--- config.mk ---
export PLATFORM = sky130hd
export DESIGN_NAME = image_stream_validator_crc32
export DESIGN_NICKNAME = d
export VERILOG_FILES = /design/src/sv/isv_pkg.sv /design/src/sv/isv_fifo.sv /design/src/sv/isv_front.sv /design/src/sv/isv_back.sv /design/src/sv/image_stream_validator_crc32.sv
export SDC_FILE = /design/constraint.sdc
export NUM_CORES = 1
export LEC_CHECK = 0
export BUFFER_PORTS_ARGS = -buffer_cell sky130_fd_sc_hd__buf_2
export CORE_AREA = 2 2 146 177
export CTS_CLUSTER_SIZE = 8
export DETAILED_ROUTE_END_ITERATION = 10
export DIE_AREA = 0 0 148 179
export GPL_TIMING_DRIVEN = 0
export PLACE_DENSITY = 0.72
export SETUP_SLACK_MARGIN = 0.02
export SYNTH_ARGS = -nofsm -noshare
export SYNTH_HDL_FRONTEND = slang
export SYNTH_HIERARCHICAL = 1
export SYNTH_SLANG_ARGS = --single-unit
export TNS_END_PERCENT = 5
--- constraint.sdc ---
create_clock -name clk_i -period 7 [get_ports clk_i]
set_input_delay 2.1 -clock clk_i [delete_from_list [all_inputs] [get_ports clk_i]]
set_output_delay 2.1 -clock clk_i [all_outputs]
set_load 0.03 [all_outputs]
--- src/sv/isv_pkg.sv ---
// shared types, codes and the byte-wide crc step of the image validator
`timescale 1ns / 1ps
package isv_pkg;

  // command codes carried by each request
  localparam logic [1:0] CmdData    = 2'd0;
  localparam logic [1:0] CmdFinish  = 2'd1;
  localparam logic [1:0] CmdRestart = 2'd2;

  // error codes, the first one recorded sticks
  localparam logic [3:0] ErrNone       = 4'd0;
  localparam logic [3:0] ErrIncomplete = 4'd1;
  localparam logic [3:0] ErrShort      = 4'd2;
  localparam logic [3:0] ErrLong       = 4'd3;
  localparam logic [3:0] ErrMagic      = 4'd4;
  localparam logic [3:0] ErrVersion    = 4'd5;
  localparam logic [3:0] ErrHdrSize    = 4'd6;
  localparam logic [3:0] ErrDims       = 4'd7;
  localparam logic [3:0] ErrFrameSize  = 4'd8;
  localparam logic [3:0] ErrGen        = 4'd9;
  localparam logic [3:0] ErrPalette    = 4'd10;
  localparam logic [3:0] ErrCrc        = 4'd11;

  // configuration register indexes
  localparam logic [2:0] CfgVersion  = 3'd0;
  localparam logic [2:0] CfgWidth    = 3'd1;
  localparam logic [2:0] CfgHeight   = 3'd2;
  localparam logic [2:0] CfgFrame    = 3'd3;
  localparam logic [2:0] CfgMaxColor = 3'd4;

  localparam int unsigned CfgIdxW  = 3;
  localparam int unsigned CfgDataW = 32;

  // configuration reset values
  localparam logic [31:0] RstVersion  = 32'd1;
  localparam logic [15:0] RstWidth    = 16'd800;
  localparam logic [15:0] RstHeight   = 16'd480;
  localparam logic [23:0] RstFrame    = 24'd192000;
  localparam logic [3:0]  RstMaxColor = 4'd6;

  // palette code that is never allowed
  localparam logic [3:0] BadColorCode = 4'd4;

  // crc-32, reflected form
  localparam logic [31:0] CrcPoly = 32'hEDB8_8320;
  localparam logic [31:0] CrcInit = 32'hFFFF_FFFF;

  // file magic, bytes 0 to 7 of the header
  localparam logic [7:0] MagicBytes [8] = '{8'h45, 8'h50, 8'h44, 8'h49,
                                            8'h4D, 8'h47, 8'h00, 8'h00};

  typedef struct packed {
    logic [31:0] version;
    logic [15:0] width;
    logic [15:0] height;
    logic [23:0] frame;
    logic [3:0]  max_color;
  } isv_cfg_t;

  // classified request passed from front to back
  typedef struct packed {
    logic [1:0] cmd;
    logic [7:0] data;
    logic       pal_ok;
  } isv_item_t;

  typedef struct packed {
    logic       ok;
    logic [3:0] error_code;
    logic       done;
    logic       header_ok;
  } isv_result_t;

  // one byte through the reflected crc, bit by bit
  function automatic logic [31:0] crc_byte(logic [31:0] c_in, logic [7:0] b);
    logic [31:0] c;
    c = c_in ^ {24'd0, b};
    for (int k = 0; k < 8; k++) begin
      c = (c >> 1) ^ (c[0] ? CrcPoly : 32'd0);
    end
    return c;
  endfunction

endpackage

--- src/sv/isv_fifo.sv ---
// small first-in first-out queue built from registers
`timescale 1ns / 1ps
module isv_fifo #(
  parameter int unsigned WIDTH = 8,
  parameter int unsigned DEPTH = 2
) (
  input  logic             clk_i,
  input  logic             rst_ni,
  input  logic             push_i,
  input  logic [WIDTH-1:0] wdata_i,
  output logic             full_o,
  input  logic             pop_i,
  output logic [WIDTH-1:0] rdata_o,
  output logic             empty_o
);

  localparam int unsigned PtrW = (DEPTH > 1) ? $clog2(DEPTH) : 1;
  localparam int unsigned CntW = $clog2(DEPTH + 1);

  logic [WIDTH-1:0] mem_q [DEPTH];
  logic [PtrW-1:0]  wr_ptr_q, wr_ptr_d;
  logic [PtrW-1:0]  rd_ptr_q, rd_ptr_d;
  logic [CntW-1:0]  count_q, count_d;
  logic             do_push, do_pop;

  assign full_o  = (count_q == CntW'(DEPTH));
  assign empty_o = (count_q == '0);
  assign do_push = push_i && !full_o;
  assign do_pop  = pop_i && !empty_o;
  assign rdata_o = mem_q[rd_ptr_q];

  // pointer and fill count update
  always_comb begin
    wr_ptr_d = wr_ptr_q;
    rd_ptr_d = rd_ptr_q;
    count_d  = count_q;
    if (do_push) begin
      wr_ptr_d = (wr_ptr_q == PtrW'(DEPTH - 1)) ? '0 : wr_ptr_q + 1'b1;
    end
    if (do_pop) begin
      rd_ptr_d = (rd_ptr_q == PtrW'(DEPTH - 1)) ? '0 : rd_ptr_q + 1'b1;
    end
    if (do_push && !do_pop) begin
      count_d = count_q + 1'b1;
    end else if (do_pop && !do_push) begin
      count_d = count_q - 1'b1;
    end
  end

  always_ff @(posedge clk_i or negedge rst_ni) begin
    if (!rst_ni) begin
      wr_ptr_q <= '0;
      rd_ptr_q <= '0;
      count_q  <= '0;
    end else begin
      wr_ptr_q <= wr_ptr_d;
      rd_ptr_q <= rd_ptr_d;
      count_q  <= count_d;
    end
  end

  // storage
  always_ff @(posedge clk_i) begin
    if (do_push) begin
      mem_q[wr_ptr_q] <= wdata_i;
    end
  end

endmodule

--- src/sv/isv_front.sv ---
// front end: takes requests and classifies the palette codes of each byte
`timescale 1ns / 1ps
module isv_front (
  input  logic              push_i,
  input  logic              q_full_i,
  input  logic [1:0]        cmd_i,
  input  logic [7:0]        byte_value_i,
  input  logic [3:0]        max_color_i,
  output logic              q_push_o,
  output isv_pkg::isv_item_t item_o
);

  import isv_pkg::*;

  logic hi_ok, lo_ok;

  // a code passes if it is within range and not the reserved code
  assign hi_ok = (byte_value_i[7:4] <= max_color_i) && (byte_value_i[7:4] != BadColorCode);
  assign lo_ok = (byte_value_i[3:0] <= max_color_i) && (byte_value_i[3:0] != BadColorCode);

  assign q_push_o      = push_i && !q_full_i;
  assign item_o.cmd    = cmd_i;
  assign item_o.data   = byte_value_i;
  assign item_o.pal_ok = hi_ok && lo_ok;

endmodule

--- src/sv/isv_back.sv ---
// back end: header checks, body counting, crc and the sticky error state
`timescale 1ns / 1ps
module isv_back #(
  parameter int unsigned HEADER_BYTES = 40
) (
  input  logic                clk_i,
  input  logic                rst_ni,
  input  isv_pkg::isv_cfg_t   cfg_i,
  input  isv_pkg::isv_item_t  item_i,
  input  logic                item_empty_i,
  output logic                item_pop_o,
  input  logic                res_full_i,
  output logic                res_push_o,
  output isv_pkg::isv_result_t res_o
);

  import isv_pkg::*;

  localparam int unsigned HcW = $clog2(HEADER_BYTES + 1);
  localparam logic [31:0] HdrSize32 = 32'(HEADER_BYTES);

  logic [HcW-1:0] hcnt_q, hcnt_d;
  logic [23:0]    body_q, body_d;
  logic [31:0]    crc_q, crc_d;
  logic [31:0]    crc_ref_q, crc_ref_d;
  logic [3:0]     err_q, err_d;
  logic           done_q, done_d;
  logic           hdr_ok_q, hdr_ok_d;
  logic [4:0]     mis_q, mis_d;
  logic           gen_q, gen_d;

  logic           take;
  logic           hdr_full, too_long, last_hdr;
  logic [HcW-1:0] pos;
  logic [4:0]     lane_off;
  logic [7:0]     b;
  logic [4:0]     mis_cur, mis_all;
  logic           gen_all;
  logic [3:0]     hdr_err;
  logic [31:0]    width32, height32, frame32;

  assign take       = !item_empty_i && !res_full_i;
  assign item_pop_o = take;
  assign res_push_o = take;

  assign pos      = hcnt_q;
  assign lane_off = {pos[1:0], 3'b000};
  assign b        = item_i.data;
  assign hdr_full = (hcnt_q == HcW'(HEADER_BYTES));
  assign last_hdr = (hcnt_q == HcW'(HEADER_BYTES - 1));
  assign too_long = hdr_full && (body_q >= cfg_i.frame);

  // configuration values widened to the header field size
  assign width32  = {16'd0, cfg_i.width};
  assign height32 = {16'd0, cfg_i.height};
  assign frame32  = {8'd0, cfg_i.frame};

  // per-byte header field compare, bits: magic, version, size, dims, frame
  always_comb begin
    mis_cur    = '0;
    mis_cur[0] = (pos < HcW'(8)) && (b != MagicBytes[pos[2:0]]);
    mis_cur[1] = (pos >= HcW'(8)) && (pos < HcW'(12)) &&
                 (b != cfg_i.version[lane_off +: 8]);
    mis_cur[2] = (pos >= HcW'(12)) && (pos < HcW'(16)) && (b != HdrSize32[lane_off +: 8]);
    if ((pos >= HcW'(16)) && (pos < HcW'(20))) begin
      mis_cur[3] = (b != width32[lane_off +: 8]);
    end else if ((pos >= HcW'(20)) && (pos < HcW'(24))) begin
      mis_cur[3] = (b != height32[lane_off +: 8]);
    end
    mis_cur[4] = (pos >= HcW'(24)) && (pos < HcW'(28)) &&
                 (b != frame32[lane_off +: 8]);
  end

  assign mis_all = mis_q | mis_cur;
  assign gen_all = gen_q || ((pos >= HcW'(32)) && (pos < HcW'(40)) && (b != 8'd0));

  // header verdict in check order
  always_comb begin
    if (mis_all[0]) begin
      hdr_err = ErrMagic;
    end else if (mis_all[1]) begin
      hdr_err = ErrVersion;
    end else if (mis_all[2]) begin
      hdr_err = ErrHdrSize;
    end else if (mis_all[3]) begin
      hdr_err = ErrDims;
    end else if (mis_all[4]) begin
      hdr_err = ErrFrameSize;
    end else if (!gen_all) begin
      hdr_err = ErrGen;
    end else begin
      hdr_err = ErrNone;
    end
  end

  // next state for the request at the head of the queue
  always_comb begin
    hcnt_d    = hcnt_q;
    body_d    = body_q;
    crc_d     = crc_q;
    crc_ref_d = crc_ref_q;
    err_d     = err_q;
    done_d    = done_q;
    hdr_ok_d  = hdr_ok_q;
    mis_d     = mis_q;
    gen_d     = gen_q;
    if (take) begin
      case (item_i.cmd)
        CmdData: begin
          if ((err_q == ErrNone) && !done_q) begin
            if (too_long) begin
              err_d = ErrLong;
            end else if (!hdr_full) begin
              hcnt_d = hcnt_q + 1'b1;
              mis_d  = mis_all;
              gen_d  = gen_all;
              if ((pos >= HcW'(28)) && (pos < HcW'(32))) begin
                crc_ref_d[lane_off +: 8] = b;
              end
              if (last_hdr) begin
                if (hdr_err == ErrNone) begin
                  hdr_ok_d = 1'b1;
                end else begin
                  err_d = hdr_err;
                end
              end
            end else if (!item_i.pal_ok) begin
              err_d = ErrPalette;
            end else begin
              crc_d  = crc_byte(crc_q, b);
              body_d = body_q + 1'b1;
            end
          end
        end
        CmdFinish: begin
          if (!done_q) begin
            done_d = 1'b1;
            if (err_q == ErrNone) begin
              if (!hdr_full) begin
                err_d = ErrIncomplete;
              end else if (body_q < cfg_i.frame) begin
                err_d = ErrShort;
              end else if ((crc_q ^ CrcInit) != crc_ref_q) begin
                err_d = ErrCrc;
              end
            end
          end
        end
        CmdRestart: begin
          hcnt_d    = '0;
          body_d    = '0;
          crc_d     = CrcInit;
          crc_ref_d = '0;
          err_d     = ErrNone;
          done_d    = 1'b0;
          hdr_ok_d  = 1'b0;
          mis_d     = '0;
          gen_d     = 1'b0;
        end
        default: begin
        end
      endcase
    end
  end

  assign res_o.ok         = (err_d == ErrNone);
  assign res_o.error_code = err_d;
  assign res_o.done       = done_d;
  assign res_o.header_ok  = hdr_ok_d;

  always_ff @(posedge clk_i or negedge rst_ni) begin
    if (!rst_ni) begin
      hcnt_q    <= '0;
      body_q    <= '0;
      crc_q     <= CrcInit;
      crc_ref_q <= '0;
      err_q     <= ErrNone;
      done_q    <= 1'b0;
      hdr_ok_q  <= 1'b0;
      mis_q     <= '0;
      gen_q     <= 1'b0;
    end else begin
      hcnt_q    <= hcnt_d;
      body_q    <= body_d;
      crc_q     <= crc_d;
      crc_ref_q <= crc_ref_d;
      err_q     <= err_d;
      done_q    <= done_d;
      hdr_ok_q  <= hdr_ok_d;
      mis_q     <= mis_d;
      gen_q     <= gen_d;
    end
  end

`ifndef ASSERT_OFF
  // a recorded error only leaves on restart
  a_err_sticky: assert property (@(posedge clk_i) disable iff (!rst_ni)
    ((err_q != ErrNone) && !(take && (item_i.cmd == CmdRestart))) |=> (err_q == $past(err_q)))
    else $error("error code changed without restart");

  // finish flag only leaves on restart
  a_done_sticky: assert property (@(posedge clk_i) disable iff (!rst_ni)
    (done_q && !(take && (item_i.cmd == CmdRestart))) |=> done_q)
    else $error("finish flag dropped without restart");

  // a passed header means the whole header was taken
  a_hdr_ok_full: assert property (@(posedge clk_i) disable iff (!rst_ni)
    hdr_ok_q |-> hdr_full)
    else $error("header flagged good before it was complete");

  // body bytes only count after the header
  a_body_after_hdr: assert property (@(posedge clk_i) disable iff (!rst_ni)
    (body_q != '0) |-> hdr_ok_q)
    else $error("body bytes counted without a good header");
`endif

endmodule

--- src/sv/image_stream_validator_crc32.sv ---
// top level: config registers, front end, request queue, back end, result queue
// path: an accepted request enters the request queue; the back end takes it from the
//   head of that queue and writes its result into the result queue when that queue has room
// throughput: one request per cycle while the result queue is not full
// reset: rst_ni low clears both queues and all validator state at once, and
//   loads the configuration registers with their default values
`timescale 1ns / 1ps
module image_stream_validator_crc32 #(
  parameter int unsigned HEADER_BYTES = 40
) (
  input  logic                        clk_i,
  input  logic                        rst_ni,
  // request side
  input  logic                        push,
  output logic                        full,
  input  logic [1:0]                  cmd_i,
  input  logic [7:0]                  byte_value_i,
  // result side
  output logic                        empty,
  input  logic                        pop,
  output logic                        ok_o,
  output logic [3:0]                  error_code_o,
  output logic                        done_res_o,
  output logic                        header_ok_o,
  // configuration write port
  input  logic                        cfg_we_i,
  input  logic [isv_pkg::CfgIdxW-1:0] cfg_idx_i,
  input  logic [isv_pkg::CfgDataW-1:0] cfg_wdata_i
);

  import isv_pkg::*;

  localparam int unsigned QueueDepth = 2;
  localparam int unsigned ItemW      = $bits(isv_item_t);
  localparam int unsigned ResW       = $bits(isv_result_t);

  isv_cfg_t    cfg_q;
  isv_item_t   front_item, back_item;
  isv_result_t back_res, out_res;
  logic        req_push, req_full, req_empty, req_pop;
  logic        res_push, res_full;
  logic [ItemW-1:0] back_item_bits;
  logic [ResW-1:0]  out_res_bits;

  // configuration registers
  always_ff @(posedge clk_i or negedge rst_ni) begin
    if (!rst_ni) begin
      cfg_q.version   <= RstVersion;
      cfg_q.width     <= RstWidth;
      cfg_q.height    <= RstHeight;
      cfg_q.frame     <= RstFrame;
      cfg_q.max_color <= RstMaxColor;
    end else if (cfg_we_i) begin
      case (cfg_idx_i)
        CfgVersion:  cfg_q.version   <= cfg_wdata_i;
        CfgWidth:    cfg_q.width     <= cfg_wdata_i[15:0];
        CfgHeight:   cfg_q.height    <= cfg_wdata_i[15:0];
        CfgFrame:    cfg_q.frame     <= cfg_wdata_i[23:0];
        CfgMaxColor: cfg_q.max_color <= cfg_wdata_i[3:0];
        default: begin
        end
      endcase
    end
  end

  // request classification
  isv_front u_front (
    .push_i       (push),
    .q_full_i     (req_full),
    .cmd_i        (cmd_i),
    .byte_value_i (byte_value_i),
    .max_color_i  (cfg_q.max_color),
    .q_push_o     (req_push),
    .item_o       (front_item)
  );

  assign full = req_full;

  // queue between front and back
  isv_fifo #(
    .WIDTH (ItemW),
    .DEPTH (QueueDepth)
  ) u_req_q (
    .clk_i   (clk_i),
    .rst_ni  (rst_ni),
    .push_i  (req_push),
    .wdata_i (front_item),
    .full_o  (req_full),
    .pop_i   (req_pop),
    .rdata_o (back_item_bits),
    .empty_o (req_empty)
  );

  assign back_item = isv_item_t'(back_item_bits);

  // validator state
  isv_back #(
    .HEADER_BYTES (HEADER_BYTES)
  ) u_back (
    .clk_i        (clk_i),
    .rst_ni       (rst_ni),
    .cfg_i        (cfg_q),
    .item_i       (back_item),
    .item_empty_i (req_empty),
    .item_pop_o   (req_pop),
    .res_full_i   (res_full),
    .res_push_o   (res_push),
    .res_o        (back_res)
  );

  // result queue toward the consumer
  isv_fifo #(
    .WIDTH (ResW),
    .DEPTH (QueueDepth)
  ) u_res_q (
    .clk_i   (clk_i),
    .rst_ni  (rst_ni),
    .push_i  (res_push),
    .wdata_i (back_res),
    .full_o  (res_full),
    .pop_i   (pop),
    .rdata_o (out_res_bits),
    .empty_o (empty)
  );

  assign out_res      = isv_result_t'(out_res_bits);
  assign ok_o         = out_res.ok;
  assign error_code_o = out_res.error_code;
  assign done_res_o   = out_res.done;
  assign header_ok_o  = out_res.header_ok;

endmodule
# == After elaboration in Yosys (flattened, before gate mapping) ==
# Memory sizes are Yosys's and may differ from the RTL's.
# Cells that the tools add are included.
# classes
add_sub_neg,11
order_cmp,20
n_eq_ne,25
n_shift,7
n_mux,80
bitwise_logic,12
reduce_logical,56
# ops
cell,n
$mux W32,16
$xor A31 B32 Y32,8
$pmux W32 S2,2
$shiftx A32 B6 Y8,4
$mux W24,4
$mux W4,18
$ne A8 B8 Y1,6
$pmux W24 S2,1
$bwmux W32,1
$ne A32 B32 Y1,1
$not A32 Y32,1
$shift A8 B7 Y32 const A,1
$shiftx A32 B6 Y8 const A,1
$shiftx A8 B7 Y32,1
$xor A32 B8 Y32,1
$logic_and A1 B1 Y1,27
$add A24 B1 Y24 const B,1
$ge A24 B24 Y1,1
$ge A6 B5 Y1 const B,4
$lt A24 B24 Y1,1
$lt A6 B5 Y1 const B,4
$mux W1,20
$mux W6,3
$mux W8,2
other kinds (38),82
# totals
register_bits,206
ram_bits,36
mem_bits_ro,64
inputBits,50
output_inout_bits,9
wordCells,234
n_memories,3
# mem_list
memory,depth,width,read_ports,rd_ports_with_merged_regs,write_ports,line,text
(no name shown),8,8,1,0,0,isv_back.sv:61,mis_cur[0] = (pos < HcW'(8)) && (b != MagicBytes[pos[2:0]]);
u_req_q.mem_q,2,11,1,0,1,isv_fifo.sv:20,logic [WIDTH-1:0] mem_q [DEPTH];
u_res_q.mem_q,2,7,1,0,1,isv_fifo.sv:20,

# == Longest topological paths before layout ==
# An unclocked memory read counts as a cell.
# depth
depth_word,23
mapped_depth,16
depth_no_buf,12

# == Hierarchy ==
# Netlist, hierarchy kept.
# by_module_without_submodules
module,instances,cells_each,area_per_inst_um2,seq_area_each_um2
isv_back,1,925,7870.0,2692.6
image_stream_validator_crc32,1,198,3520.9,2323.5
isv_fifo at u_req_q,1,53,1002.2,760.7
isv_fifo at u_res_q,1,41,703.2,520.5
isv_front,1,38,324.1,0.0

# == Worst setup path before layout ==
# No wires, ideal clock.
# synth_path
path_type,register to register
start,reg u_back.hcnt_q[1]
end,mem u_res_q/mem_q[0][6] (netlist name) (data pin)
setup_ns,0.182
arrival_time_ns,3.761
t_required_ns,6.818
setup_slack_ns,3.057
stages_incl_launch_ff,15
n_path_buf,4
path_cell_list,dfrtp_1 > buf_2 > clkbuf_1 > clkbuf_1 > buf_2 > inv_1 > ha_1 > xor2_1 > nand3_1 > o21ai_0 > a41oi_1 > a211o_1 > or4b_4 > a32o_1 > nor4_2
# synth_rtl
element,line,text
"start, declared",isv_back.sv:22,"logic [HcW-1:0] hcnt_q, hcnt_d;"
"start signal, assigned",isv_back.sv:183,hcnt_q <= hcnt_d;
"end, declared",isv_fifo.sv:20,

# == Worst setup path in the final report ==
# layout_path
start,reg u_back.hcnt_q[1]
end,mem u_res_q/mem_q[0][0] (netlist name) (data pin)
# layout_via
elab_chain_cells,18
elab_cells_between_ends,60
classes_between,order compare: 13; eq/ne: 8; shift: 5; mux: 17; bitwise: 2; reduce/logical: 14; memory: 1
# layout_lines
element,line,text
branches (longest 14 deep; another with $shiftx A32 B6 Y8),n/a,
$mux W1 (*),isv_back.sv:111,if (too_long) begin
$mux W1 (*),isv_back.sv:110,if ((err_q == ErrNone) && !done_q) begin
$pmux W1 S2 (*),isv_back.sv:108,case (item_i.cmd)
$mux W1 (*),isv_back.sv:107,if (take) begin
named net u_back.hdr_ok_d,isv_back.sv:28,"logic hdr_ok_q, hdr_ok_d;"
# Mark *: on every way through the listed nets, which the timed path passes. The select of a mux whose other input is x is not followed.

==> metrics.txt <==
outcome complete, no violations; largest net degree at the start of global routing 86; Max Buffers Root-to-Sink 3; Port Buffers 56; clk root buf clkbuf_16; Power Total 0.00730 W; Fill cells roughly 2100; WS Path Type reg -> reg; CP arrival ~5400 ps; first-pass GRT wire length about 53000 um; Synth Register Bits 242; Critical R2R Launch u_back/hcnt_q[1]; First DRT Iteration DRCs slightly above 600; Synth Warn # 6; Routed wire per std cell 19.5 um; setup TNS 0 ps; final worst path period need 5030 ps; Post-layout nets 1450; Final setup viols 0; share of the yosys chip area belonging to registers between 40% and 50%; Max Clock Skew 23.7 ps; cts bufs inserted 36; syn_area_per_cell around 11 um^2; worst slew pin tran between 1000 and 1500 ps; router iterations before antenna repair 5; share of cells above drive strength 1 21.2%; ANT cells 0; FMAX 199 MHz; post-route ant nets 0; die area 26500 um^2; clk_lat worst skew 510 ps; total gr overflow 0; RD Place Congestion 0.939; vias per inst 5.79; top-level port count between 50 and 60; Setup Fix Bufs, Post-CTS 0; Post-synth EDFFs 36; P_leak 6.25 nW; WP data required 7370 ps; CTS tree built; Die Height 179 um; Post-Syn Area ~13000 um^2; Slew headroom 9.66%; top cells by area, synth dfrtp_1, dfstp_2, edfxtp_1, mux2_2, xnor2_1; vias in the first global route about 10000; number of max-cap violations 0; Area Growth Syn to Fin 13.6%; Row Count 64; H-tree levels 2; crit share post-route between 70% and 80%; Post-synth ARST share 85.1%; clk sinks between 200 and 250; clock transition at the registers of the reported paths around 50 ps; register area 6300 um^2; VDD IR max 0.000270 V; Finished Layout Cells 1705; RSZ-0062 raised after global routing false; worst-path fanout max 10; Synth Flop Type dfrtp_1; die width 148 um; Post-Syn Instances ~1300; Remaining DRCs 0; Pwr Density around 480 nW/um^2; Critical Path End Type register; crit path launch u_back/hcnt_q[1]; core area ~25000 um^2; Netlist cell types 70; Mapped Nets 1354; area of the multi-input gates 6560 um^2; max-slew violations 0; starting density of the core 53.7%; DP HPWL 24600 um; antenna violations before repair 0; detailed-route via count about 10000; top cell type's share of synthesized area 29.3%; Final Hold Fails 0; worst min path class reg -> reg; Post-CTS Resized 0; final wirelength 33200 um; min-delay src u_back/crc_q[24]; GRT Total Usage around 25%; placed cell count ~1600; hold_buf cts 0; CP Launch Type register; area leader, netlist dfrtp_1
## through the flow
stage	cell area, um^2	hold slack, ps	utilization [%]	setup WS, ps
global placement	14100	470	56.5	363
finish	15200	479	61.0	1970
CTS	15200	482	61.0	2010
detailed placement	14200	476	56.8	2070
global route	15200	499	61.0	1670
floorplan	13400	449	-	3060
## sequential cells by signal, summed over array words and instances, names as in the netlist
signal / flops
u_req_q/wr_ptr_q: 1
u_req_q/count_q: 2
u_back/hcnt_q: 6
u_res_q/rd_ptr_q: 1
u_back/body_q: 24
u_res_q/count_q: 2
u_back/done_q: 1
cfg_q: 92
u_back/crc_ref_q: 32
u_res_q/wr_ptr_q: 1
u_req_q/mem_q: 22
u_back/crc_q: 32
u_res_q/mem_q: 14
u_back/gen_q: 1
u_back/err_q: 4
u_back/mis_q: 5
u_back/hdr_ok_q: 1
u_req_q/rd_ptr_q: 1
## logic make-up after synthesis
kind of cell	after synthesis	share of synthesized area, %
compound gates	223	9.87
xor+xnor	136	8.93
fa+ha+maj	49	4.57
buf+inv	115	4.17
flops	242	46.9
mux	148	12.9
simple gates	342	12.6
## layout make-up
type	instances	area share, %
Buffer	72	2.61
Multi-Input combinational cell	898	43.1
Clock buffer	59	6.68
Timing Repair Buffer	58	2.27
Sequential cell	242	41.3
Inverter	43	1.06
Clock inverter	3	0.312
Tap cell	330	2.71
## critical path: stages, from the launching register on
cell,delay [ps]
dfrtp_1,580
buf_2,310
clkbuf_1,310
clkbuf_1,490
buf_2,370
inv_1,140
ha_1,470
xor2_1,180
nand3_1,90
o21ai_0,90
a41oi_1,220
a211o_1,350
or4b_4,540
o41ai_1,540
buf_4,200
## final timing paths
kind	endpoint	slack, ps	depth (start not counted)
max in group asynchronous	cfg_q[34]	4380	3
setup / recovery	u_res_q/mem_q[0][0]	1970	14
hold reg to reg	u_back/crc_q[24]	480	2
hold / removal	u_back/crc_q[24]	480	2
min in group asynchronous	u_back/crc_ref_q[22]	1510	1
setup reg to reg	u_res_q/mem_q[0][0]	1970	14
## cell usage after synthesis (all sizes together) (21+ instances only)
library cell and count:
nand2 137, nand3 21, a31oi 31, dfrtp 157
buf 31, o21ai 105, xor2 41, nor2 61
mux2 113, clkbuf 41, xnor2 95, edfxtp 36
a21oi 41, dfstp 49, ha 49, nand4 21
inv 43, mux2i 27
## metal layers
metal,GRT usage [%],routed length (um)
met1,32.1,13800
met2,44.1,16700
met3,3.49,1420
met4,10.8,1400
met5,0,0
## report_power, final
group	switching (W)	internal [W]	total, W
clock network	0.000604	0.00102	0.00163
logic	0.00198	0.00147	0.00345
registers	0.000317	0.00190	0.00222
total	0.00291	0.00439	0.00730
## cells in the final DEF (no fill, tap or decap), types with 8 or more instances in the layout
master / count
dfrtp_1: 157
nand2_1: 135
o21ai_0: 98
xnor2_1: 94
mux2_2: 93
clkbuf_1: 62
buf_2: 61
nor2_1: 61
dfstp_2: 49
ha_1: 49
inv_1: 43
xor2_1: 41
a21oi_1: 41
clkbuf_16: 37
edfxtp_1: 36
a31oi_1: 31
mux2i_1: 27
nand4_1: 21
nand3_1: 21
mux2_1: 20
nor3_1: 19
nor4_1: 19
or3_1: 17
buf_4: 16
and3_1: 10
nand2b_1: 8
Note: power is estimated with default switching activity, not from simulation.
